**src/rtl/core/sha1_message_padder_unit_assert.svh**
```systemverilog
// Assertion macros shared by the SHA-1 message padder RTL.
`ifndef SHA1_MESSAGE_PADDER_UNIT_ASSERT_SVH
`define SHA1_MESSAGE_PADDER_UNIT_ASSERT_SVH

`ifndef SYNTHESIS
`define SMP_ASSERT(lbl, clk, rst_n, prop) \
    lbl: assert property (@(posedge clk) disable iff (!(rst_n)) (prop)) \
        else $error("sha1 padder assertion failed");
`define SMP_ASSERT_ALWAYS(lbl, clk, prop) \
    lbl: assert property (@(posedge clk) (prop)) \
        else $error("sha1 padder assertion failed");
`else
`define SMP_ASSERT(lbl, clk, rst_n, prop)
`define SMP_ASSERT_ALWAYS(lbl, clk, prop)
`endif

`endif

```
**src/rtl/core/smp_pkg.sv**
```systemverilog
// Shared constants and controller/datapath interface types for the SHA-1 padder.
`default_nettype none
package smp_pkg;

    localparam int unsigned COUNT_W = 61;
    localparam int unsigned ACC_W   = 24;
    localparam int unsigned WORD_W  = 32;
    localparam int unsigned IDX_W   = 4;
    localparam int unsigned BYTE_W  = 8;

    localparam logic [BYTE_W-1:0] PAD_MARKER = 8'h80;
    localparam logic [IDX_W-1:0]  LEN_HI_IDX = 4'd14;
    localparam logic [IDX_W-1:0]  LEN_LO_IDX = 4'd15;

    typedef struct packed {
        logic load_byte;
        logic start_flush;
        logic emit_pad;
    } t_dp_cmd;

    typedef struct packed {
        logic out_free;
        logic final_word;
    } t_dp_status;

endpackage
`default_nettype wire

```
**src/rtl/core/smp_datapath.sv**
```systemverilog
// Datapath of the SHA-1 padder: byte packing, padding words and output register.
`default_nettype none
`include "sha1_message_padder_unit_assert.svh"
module smp_datapath (
    input  wire logic                             i_clk,
    input  wire logic                             i_rst_n,
    input  wire smp_pkg::t_dp_cmd                 i_cmd,
    output smp_pkg::t_dp_status                   o_status,
    input  wire logic [smp_pkg::BYTE_W-1:0]       i_byte,
    input  wire logic                             i_out_ready,
    output logic                                  o_out_valid,
    output logic [smp_pkg::WORD_W-1:0]            o_word,
    output logic [smp_pkg::IDX_W-1:0]             o_word_idx,
    output logic                                  o_block_last,
    output logic                                  o_msg_last
);

    logic [smp_pkg::COUNT_W-1:0] r_count, n_count;
    logic [smp_pkg::ACC_W-1:0]   r_acc, n_acc;
    logic [smp_pkg::IDX_W-1:0]   r_idx, n_idx;
    logic                        r_len_blk, n_len_blk;
    logic                        r_valid, n_valid;
    logic [smp_pkg::WORD_W-1:0]  r_word, n_word;
    logic [smp_pkg::IDX_W-1:0]   r_widx, n_widx;
    logic                        r_mlast, n_mlast;

    logic [smp_pkg::IDX_W-1:0]   w_cur_idx;
    logic [smp_pkg::WORD_W-1:0]  w_marker_word;
    logic [smp_pkg::WORD_W-1:0]  w_pad_word;
    logic                        w_final;

    assign w_cur_idx = r_count[5:2];
    assign w_final   = r_len_blk && (r_idx == smp_pkg::LEN_LO_IDX);

    // The marker lands right after the bytes already held in the accumulator.
    always_comb begin
        case (r_count[1:0])
            2'd0:    w_marker_word = {smp_pkg::PAD_MARKER, 24'h000000};
            2'd1:    w_marker_word = {r_acc[7:0], smp_pkg::PAD_MARKER, 16'h0000};
            2'd2:    w_marker_word = {r_acc[15:0], smp_pkg::PAD_MARKER, 8'h00};
            2'd3:    w_marker_word = {r_acc, smp_pkg::PAD_MARKER};
            default: w_marker_word = '0;
        endcase
    end

    // The bit length is the byte count shifted left by three.
    always_comb begin
        if (r_len_blk && (r_idx == smp_pkg::LEN_HI_IDX)) begin
            w_pad_word = r_count[60:29];
        end else if (r_len_blk && (r_idx == smp_pkg::LEN_LO_IDX)) begin
            w_pad_word = {r_count[28:0], 3'b000};
        end else begin
            w_pad_word = '0;
        end
    end

    always_comb begin
        n_count   = r_count;
        n_acc     = r_acc;
        n_idx     = r_idx;
        n_len_blk = r_len_blk;
        n_valid   = r_valid && !i_out_ready;
        n_word    = r_word;
        n_widx    = r_widx;
        n_mlast   = r_mlast;
        if (i_cmd.load_byte) begin
            n_count = r_count + 61'd1;
            if (r_count[1:0] == 2'd3) begin
                n_valid = 1'b1;
                n_word  = {r_acc, i_byte};
                n_widx  = w_cur_idx;
                n_mlast = 1'b0;
                n_acc   = '0;
            end else begin
                n_acc = {r_acc[15:0], i_byte};
            end
        end else if (i_cmd.start_flush) begin
            n_valid   = 1'b1;
            n_word    = w_marker_word;
            n_widx    = w_cur_idx;
            n_mlast   = 1'b0;
            n_acc     = '0;
            n_idx     = w_cur_idx + 4'd1;
            // Only a marker in word 14 pushes the length into a block that still has to
            // finish this one first; a marker in word 15 wraps straight into the new block.
            n_len_blk = (w_cur_idx != smp_pkg::LEN_HI_IDX);
        end else if (i_cmd.emit_pad) begin
            n_valid = 1'b1;
            n_word  = w_pad_word;
            n_widx  = r_idx;
            n_mlast = w_final;
            n_idx   = r_idx + 4'd1;
            if (r_idx == smp_pkg::LEN_LO_IDX) begin
                n_len_blk = 1'b1;
            end
            if (w_final) begin
                n_count = '0;
            end
        end
    end

    always_ff @(posedge i_clk) begin
        if (!i_rst_n) begin
            r_count   <= '0;
            r_acc     <= '0;
            r_idx     <= '0;
            r_len_blk <= 1'b0;
            r_valid   <= 1'b0;
        end else begin
            r_count   <= n_count;
            r_acc     <= n_acc;
            r_idx     <= n_idx;
            r_len_blk <= n_len_blk;
            r_valid   <= n_valid;
        end
        r_word  <= n_word;
        r_widx  <= n_widx;
        r_mlast <= n_mlast;
    end

    assign o_status = '{out_free: (!r_valid || i_out_ready), final_word: w_final};
    assign o_out_valid  = r_valid;
    assign o_word       = r_word;
    assign o_word_idx   = r_widx;
    assign o_block_last = (r_widx == smp_pkg::LEN_LO_IDX);
    assign o_msg_last   = r_mlast;

    `SMP_ASSERT(a_mlast_ends_block, i_clk, i_rst_n, (r_valid && r_mlast) |-> (r_widx == smp_pkg::LEN_LO_IDX))
    `SMP_ASSERT(a_final_clears_count, i_clk, i_rst_n, (i_cmd.emit_pad && w_final) |=> (r_count == '0))
    `SMP_ASSERT(a_cmd_needs_room, i_clk, i_rst_n, (i_cmd.load_byte || i_cmd.start_flush || i_cmd.emit_pad) |-> (!r_valid || i_out_ready))
    `SMP_ASSERT(a_flush_empties_acc, i_clk, i_rst_n, i_cmd.start_flush |=> (r_acc == '0))

endmodule
`default_nettype wire

```
**src/rtl/core/smp_ctrl.sv**
```systemverilog
// Controller of the SHA-1 padder: input acceptance and padding flush sequencing.
`default_nettype none
`include "sha1_message_padder_unit_assert.svh"
module smp_ctrl (
    input  wire logic                 i_clk,
    input  wire logic                 i_rst_n,
    input  wire logic                 i_in_valid,
    input  wire logic                 i_in_end,
    output logic                      o_in_ready,
    input  wire smp_pkg::t_dp_status  i_status,
    output smp_pkg::t_dp_cmd          o_cmd
);

    typedef enum logic {
        ST_IDLE,
        ST_FLUSH
    } t_state;

    t_state r_state, n_state;
    logic   w_accept;

    assign o_in_ready = (r_state == ST_IDLE) && i_status.out_free;
    assign w_accept   = o_in_ready && i_in_valid;

    always_comb begin
        n_state = r_state;
        o_cmd   = '0;
        case (r_state)
            ST_IDLE: begin
                if (w_accept) begin
                    if (i_in_end) begin
                        o_cmd.start_flush = 1'b1;
                        n_state           = ST_FLUSH;
                    end else begin
                        o_cmd.load_byte = 1'b1;
                    end
                end
            end
            ST_FLUSH: begin
                if (i_status.out_free) begin
                    o_cmd.emit_pad = 1'b1;
                    if (i_status.final_word) begin
                        n_state = ST_IDLE;
                    end
                end
            end
            default: n_state = ST_IDLE;
        endcase
    end

    always_ff @(posedge i_clk) begin
        if (!i_rst_n) begin
            r_state <= ST_IDLE;
        end else begin
            r_state <= n_state;
        end
    end

    `SMP_ASSERT(a_end_starts_flush, i_clk, i_rst_n, (w_accept && i_in_end) |=> (r_state == ST_FLUSH))

endmodule
`default_nettype wire

```
**src/rtl/core/sha1_message_padder_unit.sv**
```systemverilog
// Top level of the SHA-1 message padder: byte stream in, padded 32-bit block words out.
//
// Usage: message bytes arrive on the slave channel, one per request, with tlast low.
// A request with tlast high ends the message; its tdata is ignored. Every fourth byte
// produces one word on the master channel, first byte in bits 31..24, with the word's
// position in the 64-byte block in tuser[3:0] and a block-end flag in tuser[4].
// The end request produces 3 to 18 words: the 0x80 marker, zero fill and the 64-bit
// big-endian bit length; the last of them carries tlast.
// A completed word is registered and appears in the cycle after the request that completes it.
// Throughput: one byte per cycle while the master side keeps up; during the end
// request's flush the controller fills the single output register once per cycle,
// again only while the master side keeps up.
// A single output register separates the channels: a new byte is taken while a word
// waits, as long as the receiver takes it in the same cycle. When the receiver stalls,
// the slave side is held off and the pending word stays unchanged.
// Synchronous reset clears the byte count, the partial word and the output valid.
`default_nettype none
module sha1_message_padder_unit (
    input  wire logic        i_clk,
    input  wire logic        i_rst_n,
    input  wire logic        i_s_axis_tvalid,
    output logic             o_s_axis_tready,
    input  wire logic [7:0]  i_s_axis_tdata,   // [7:0] data_byte
    input  wire logic        i_s_axis_tlast,   // end_of_message
    output logic             o_m_axis_tvalid,
    input  wire logic        i_m_axis_tready,
    output logic [31:0]      o_m_axis_tdata,   // [31:0] word_value
    output logic [4:0]       o_m_axis_tuser,   // [3:0] word_index, [4] block_last
    output logic             o_m_axis_tlast    // message_last
);

    smp_pkg::t_dp_cmd    w_cmd;
    smp_pkg::t_dp_status w_status;
    logic [3:0]          w_word_idx;
    logic                w_block_last;

    smp_ctrl u_ctrl (
        .i_clk      (i_clk),
        .i_rst_n    (i_rst_n),
        .i_in_valid (i_s_axis_tvalid),
        .i_in_end   (i_s_axis_tlast),
        .o_in_ready (o_s_axis_tready),
        .i_status   (w_status),
        .o_cmd      (w_cmd)
    );

    smp_datapath u_datapath (
        .i_clk        (i_clk),
        .i_rst_n      (i_rst_n),
        .i_cmd        (w_cmd),
        .o_status     (w_status),
        .i_byte       (i_s_axis_tdata),
        .i_out_ready  (i_m_axis_tready),
        .o_out_valid  (o_m_axis_tvalid),
        .o_word       (o_m_axis_tdata),
        .o_word_idx   (w_word_idx),
        .o_block_last (w_block_last),
        .o_msg_last   (o_m_axis_tlast)
    );

    assign o_m_axis_tuser = {w_block_last, w_word_idx};

endmodule
`default_nettype wire

```
**config.mk**
```make
export PLATFORM = sky130hd
export DESIGN_NAME = sha1_message_padder_unit
export DESIGN_NICKNAME = d
export VERILOG_FILES = /design/src/rtl/core/smp_pkg.sv /design/src/rtl/core/smp_datapath.sv /design/src/rtl/core/smp_ctrl.sv /design/src/rtl/core/sha1_message_padder_unit.sv
export VERILOG_INCLUDE_DIRS = /design/src /design/src/rtl/core
export SDC_FILE = /design/constraint.sdc
export NUM_CORES = 1
export LEC_CHECK = 0
export ABC_AREA = 1
export CAP_MARGIN = 40
export CORE_MARGIN = 3
export CORE_UTILIZATION = 55
export DETAILED_ROUTE_END_ITERATION = 10
export DONT_BUFFER_PORTS = 1
export PLACE_DENSITY = 0.75
export SYNTH_ARGS = -nofsm -noshare
export SYNTH_HDL_FRONTEND = slang
export SYNTH_SLANG_ARGS = --single-unit
```
**constraint.sdc**
```tcl
create_clock -name i_clk -period 7.79 [get_ports i_clk]
set_input_delay 0.779 -clock i_clk [delete_from_list [all_inputs] [get_ports i_clk]]
set_output_delay 0.779 -clock i_clk [all_outputs]
set_load 0.005 [all_outputs]
```
[After elaboration in Yosys (flattened, before gate mapping)]
Cells that the tools add are included.
Cells by class
  bitwise gates (word level): 2
  add/subtract/negate cells: 3
  muxes and demuxes: 41
  equality and inequality tests: 9
  reductions and logical operators: 19
Operator list (number)
  61-bit two-way mux: 4
  32-bit two-way mux: 6
  32-bit one-hot mux with 4 select lines: 1
  24-bit two-way mux: 3
  61-bit by 1-bit adder with 61-bit output, second input constant: 1
  4-bit two-way mux: 6
  1-bit two-way mux: 18
  4-bit == test, second input constant: 3
  2-bit nonzero test: 5
  4-bit by 1-bit adder with 4-bit output, second input constant: 2
  3-bit AND reduction: 2
  1-bit logical AND: 5
  2-bit == test, second input constant: 2
  2-bit two-way mux: 2
  2-bit by 1-bit != test with 1-bit output, second input constant: 2
  4-bit != test, second input constant: 1
  2-bit AND reduction: 2
  3-bit nonzero test: 1
  2-bit by 1-bit == test with 1-bit output, second input constant: 1
  1-bit zero test: 2
  2-bit zero test: 1
  1-bit inverter: 2
  1-bit one-hot mux with 2 select lines: 1
  1-bit logical OR: 1
Word-level totals
  register bits: 129
  word-level logic and storage cells: 83
  input port bits: 13
  output and inout port bits: 40

[Longest topological paths before layout]
  depth after elaboration: 8
  mapped depth: 12
  gate-level depth less buffers: 12

[Hierarchy]
From an unflattened synthesis, not the netlist that was laid out.
Unflattened totals
  cells, all modules: 1113
  area total of the unflattened synthesis: 7604.8 µm²
Modules (own cells, without submodules)
  smp_datapath: instances 1, cells an instance 1098, area each 7522.2 µm², seq. area each 2932.8 µm²
  smp_ctrl: instances 1, cells an instance 14, area each 75.1 µm², seq. area each 20.0 µm²
  sha1_message_padder_unit: instances 1, cells an instance 1, area each 7.5 µm², seq. area each 0.0 µm²

[Worst setup path before layout]
OpenSTA, ideal clock, no wires.
  kind: input -> register
  start: input port i_m_axis_tready
  end: register u_datapath.r_mlast, in the netlist u_datapath.o_msg_last, enable pin
  slack: 5.004 ns
  buffers on the path: 1
  data arrival time: 2.391 ns
  data required time: 7.395 ns
  stages: 9
  setup time: 0.395 ns
  path through: inv_1 -> nand2_2 -> nand2_2 -> nor2_4 -> nand2_1 -> inv_2 -> buf_2 -> nand2_1 -> nand2_1
On the way
  cells in the longest elaborated chain, start to end: 7
  elaborated cells on any way between the ends: 10
  classes of those cells: eq/ne: 1; mux: 4; reduce/logical: 5
Ends and longest elaborated chain
  from (decl): RTL line sha1_message_padder_unit.sv:26  | input wire logic i_m_axis_tready,
  1-bit logical OR *: RTL line smp_datapath.sv:121  | assign o_status = '{out_free: (!r_valid || i_out_ready), final_word: w_final};
  1-bit logical AND: RTL line smp_ctrl.sv:22  | assign o_in_ready = (r_state == ST_IDLE) && i_status.out_free;
  1-bit logical AND: RTL line smp_ctrl.sv:23  | assign w_accept = o_in_ready && i_in_valid;
  2-bit two-way mux: RTL line smp_ctrl.sv:30  | if (w_accept) begin
  2-bit two-way mux: RTL line smp_ctrl.sv:28  | case (r_state)
  2-bit by 1-bit != test with 1-bit output (no source line) / 3-bit nonzero test (equally long branches)
  2-bit AND reduction (no source line) *
  to (signal assigned): RTL line smp_datapath.sv:118  | r_mlast <= n_mlast;
  to (decl): RTL line smp_datapath.sv:25  | logic r_mlast, n_mlast;
Every way passes the cells marked *; elsewhere a longest branch is shown, timed or not.
A chain may end at the register's enable or synchronous reset.

[Final worst setup path]
  start: register u_ctrl.r_state
  end: register u_datapath.r_word (netlist bit u_datapath.o_word[18]), enable pin
On the way
  cells in the longest elaborated chain, start to end: 7
  elaborated cells on any way between the ends: 9
  classes of those cells: eq/ne: 1; mux: 3; bitwise: 1; reduce/logical: 4
Ends and longest elaborated chain
  from (decl): RTL line smp_ctrl.sv:19  | t_state r_state, n_state;
  from (signal assigned): RTL line smp_ctrl.sv:55  | r_state <= n_state;
  1-bit inverter: RTL line smp_ctrl.sv:22
  1-bit logical AND: RTL line smp_ctrl.sv:22
  1-bit logical AND: RTL line smp_ctrl.sv:23
  2-bit two-way mux: RTL line smp_ctrl.sv:30
  2-bit two-way mux: RTL line smp_ctrl.sv:28
  2-bit by 1-bit != test with 1-bit output (no source line) / 3-bit nonzero test (equally long branches)
  2-bit AND reduction (no source line) *
  to (signal assigned): RTL line smp_datapath.sv:116  | r_word <= n_word;
  to (decl): RTL line smp_datapath.sv:23  | logic [smp_pkg::WORD_W-1:0] r_word, n_word;
Marked as above.

==> results_dict.tcl <==
set metrics [dict create \
    startpoint_type "flop" \
    cts_max_level 4 \
    setup_ws_ns 4.66 \
    core_mm2 0.0135 \
    clk_pin_slew_ns 0.06 \
    worst_pin_slew_ns 0.863 \
    synth_largest_area_cell "dfxtp_1" \
    syn_inst 1129 \
    die_area_mm2 0.0154 \
    cts.sinks 129 \
    drt-wirelength-per-cell_um 19.0 \
    synth_seq_cells 129 \
    worst_clock_skew_ns 0.0115 \
    endpoint_kind "flop" \
    synth_top_area_share_pct 24.0 \
    cts_tree "built" \
    dpl.hpwl_um 18300 \
    arrival_ns 3.21 \
    track_usage_pct 32.8 \
    period_share_pct 40.2 \
    areaGrowthSynthToFinish_pct 7.89 \
    antenna_found_initial 1 \
    status "finished clean" \
    min_path_type "input port to flop" \
    ys_seq_area_share_pct 38.5 \
    rsz0062_at_grt "false" \
    synthesis.nets 1146 \
    numCtsBuffers 17 \
    vias 7869 \
    post_cts_resized 0 \
    p_per_area_mw_per_mm2 193 \
    layout_commonest_cell "nand2_1" \
    synthArstFlopShare_pct 0 \
    finish.net_count 1132 \
    cts_root_buf "clkbuf_16" \
    drt_iter0_drc 1056 \
    crit_fanout 33 \
    place.gp.congestion 1.01 \
    setup-tns-final_ns 0 \
    routed_wl_um 24800 \
    finalHoldViolations 0 \
    pin_count 53 \
    pre_cts_slack_ns 4.29 \
    grt.overflow.total 0 \
    drive_above_1_share_pct 7.45 \
    first_pass_iters 6 \
    finalPower_uw 1600 \
    holdBufCountCts 0 \
    worstSkewPairLatency_ns 0.43 \
    crit_type "flop to flop" \
    cts_setup_buffers 0 \
    io_buffers 0 \
    ir_drop_v 0.000147 \
    ys_top_cells_by_area "dfxtp_1 (24%), nand2_1 (15%), edfxtp_1 (15%)" \
    clock_path_buffers 2 \
    initial_utilization_pct 57.0 \
    grt_max_degree 60 \
    max_freq_ghz 0.319 \
    synthFlopType "dfxtp_1" \
    avgSynthCellArea_um2 6.79 \
    use_met2_pct 51.7 \
    die-width_um 124 \
    antenna_left 0 \
    drc 0 \
    period_needed_ns 3.13 \
    p_leak_uw 0.00291 \
    slew_violations 0 \
    die_h_um 124 \
    ys_types 46 \
    yosysWarnings 0 \
    grt_first_pass_wirelength_um 37800 \
    grt_pass1_vias 6892 \
    required_ns 7.87 \
    avgViaCountPerCell 6.03 \
    synth-edff-count 37 \
    drv_cap 0 \
    syn_area_mm2 0.00766 \
    busiest_layer "met2" \
    slew_headroom_pct 42.4 \
    num_rows 42 \
    grt_use_met1_pct 42.6 \
    use_met3_pct 8.08 \
    finalSetupViolations 0 \
    final_cell_mix "nand2_1 (310), nor2_1 (180), inv_1 (118), dfxtp_1 (92), nand3_1 (83)" \
]
final cells by class:
cell class | instances | area [um2]
Inverter | 127 | 477
Sequential cell | 129 | 2950
Timing Repair Buffer | 6 | 57.6
Fill cell | 1274 | 5190
Clock buffer | 19 | 443
Multi-Input combinational cell | 834 | 4030
Tap cell | 176 | 220
Antenna cell | 1 | 2.50
Clock inverter | 13 | 87.6
routing by layer:
metal	vias to the layer above	part of all wire (%)
met1	3596	40
met5	-	0
met3	77	11
met2	496	45
met4	0	4.2
li1	3700	-
registers in the layout (all words and copies together), names as in the netlist:
signal                  cells
u_datapath.o_msg_last       1
u_datapath.r_count         61
u_datapath.o_word_idx       4
u_ctrl.r_state              1
u_datapath.r_acc           24
u_datapath.r_idx            4
u_datapath.o_word          32
u_datapath.o_out_valid      1
u_datapath.r_len_blk        1
power breakdown:
part	leakage [uW]	internal, uW	switching (uW)	total (uW)
Clock	0.000249	413	314	727
Sequential	0.00111	725	22.2	747
Combinational	0.00155	27.9	96.7	125
Total	0.00291	1170	433	1600
metrics by stage:
step	util [%]	std cells	instance area, um2	hold WS (ns)
5_1_grt	61.4	1305	8270	0.475
6_report	61.4	1305	8270	0.472
4_1_cts	61.4	1304	8260	0.466
3_5_place_dp	57.5	1272	7730	0.510
3_3_place_gp	57.3	1271	7710	0.484
2_1_floorplan	-	1129	7660	0.466
final timing paths:
| path | from | to | slack, ns | cells past startpoint |
|---|---|---|---|---|
| worst max-delay path | u_ctrl.r_state | u_datapath.o_word[18] | 4.66 | 9 |
| worst min-delay path | i_rst_n | u_datapath.o_out_valid | 0.47 | 2 |
| worst max register to register | u_ctrl.r_state | u_datapath.o_word[18] | 4.66 | 9 |
| worst min register to register | u_datapath.r_count[60] | u_datapath.r_count[60] | 0.52 | 2 |
critical path: stages, from the launching register on:
cell	delay (ns)
dfxtp_1	0.37
inv_2	0.12
nand2_2	0.07
nor2_4	0.26
nand2_1	0.35
inv_2	0.53
buf_12	0.27
nand2_1	0.10
nand2_1	0.23
buf_4	0.44
cell families after synthesis:
kind of cell	Yosys count	share of synthesized area, %
AO/OA/AOI/OAI	177	14.9
XOR/XNOR	2	0.229
adder cells (fa/ha/maj)	4	0.653
buffers and inverters	166	8.95
flip-flops	129	38.5
AND/OR/NAND/NOR	651	36.7
synth_stat cells (8+ instances only):
master / number
nand3_1: 83
inv_1: 118
o22ai_1: 8
nand4_1: 15
o211ai_1: 18
o21ai_0: 20
edfxtp_1: 37
a211oi_1: 9
a21oi_1: 65
clkbuf_1: 20
dfxtp_1: 92
nand2_1: 310
nor3_1: 18
nor2_1: 181
o21bai_1: 11
inv_2: 8
nor2_2: 10
nor2_4: 8
nand2_2: 10
a32oi_1: 15
(Power assumes the default switching activity.)
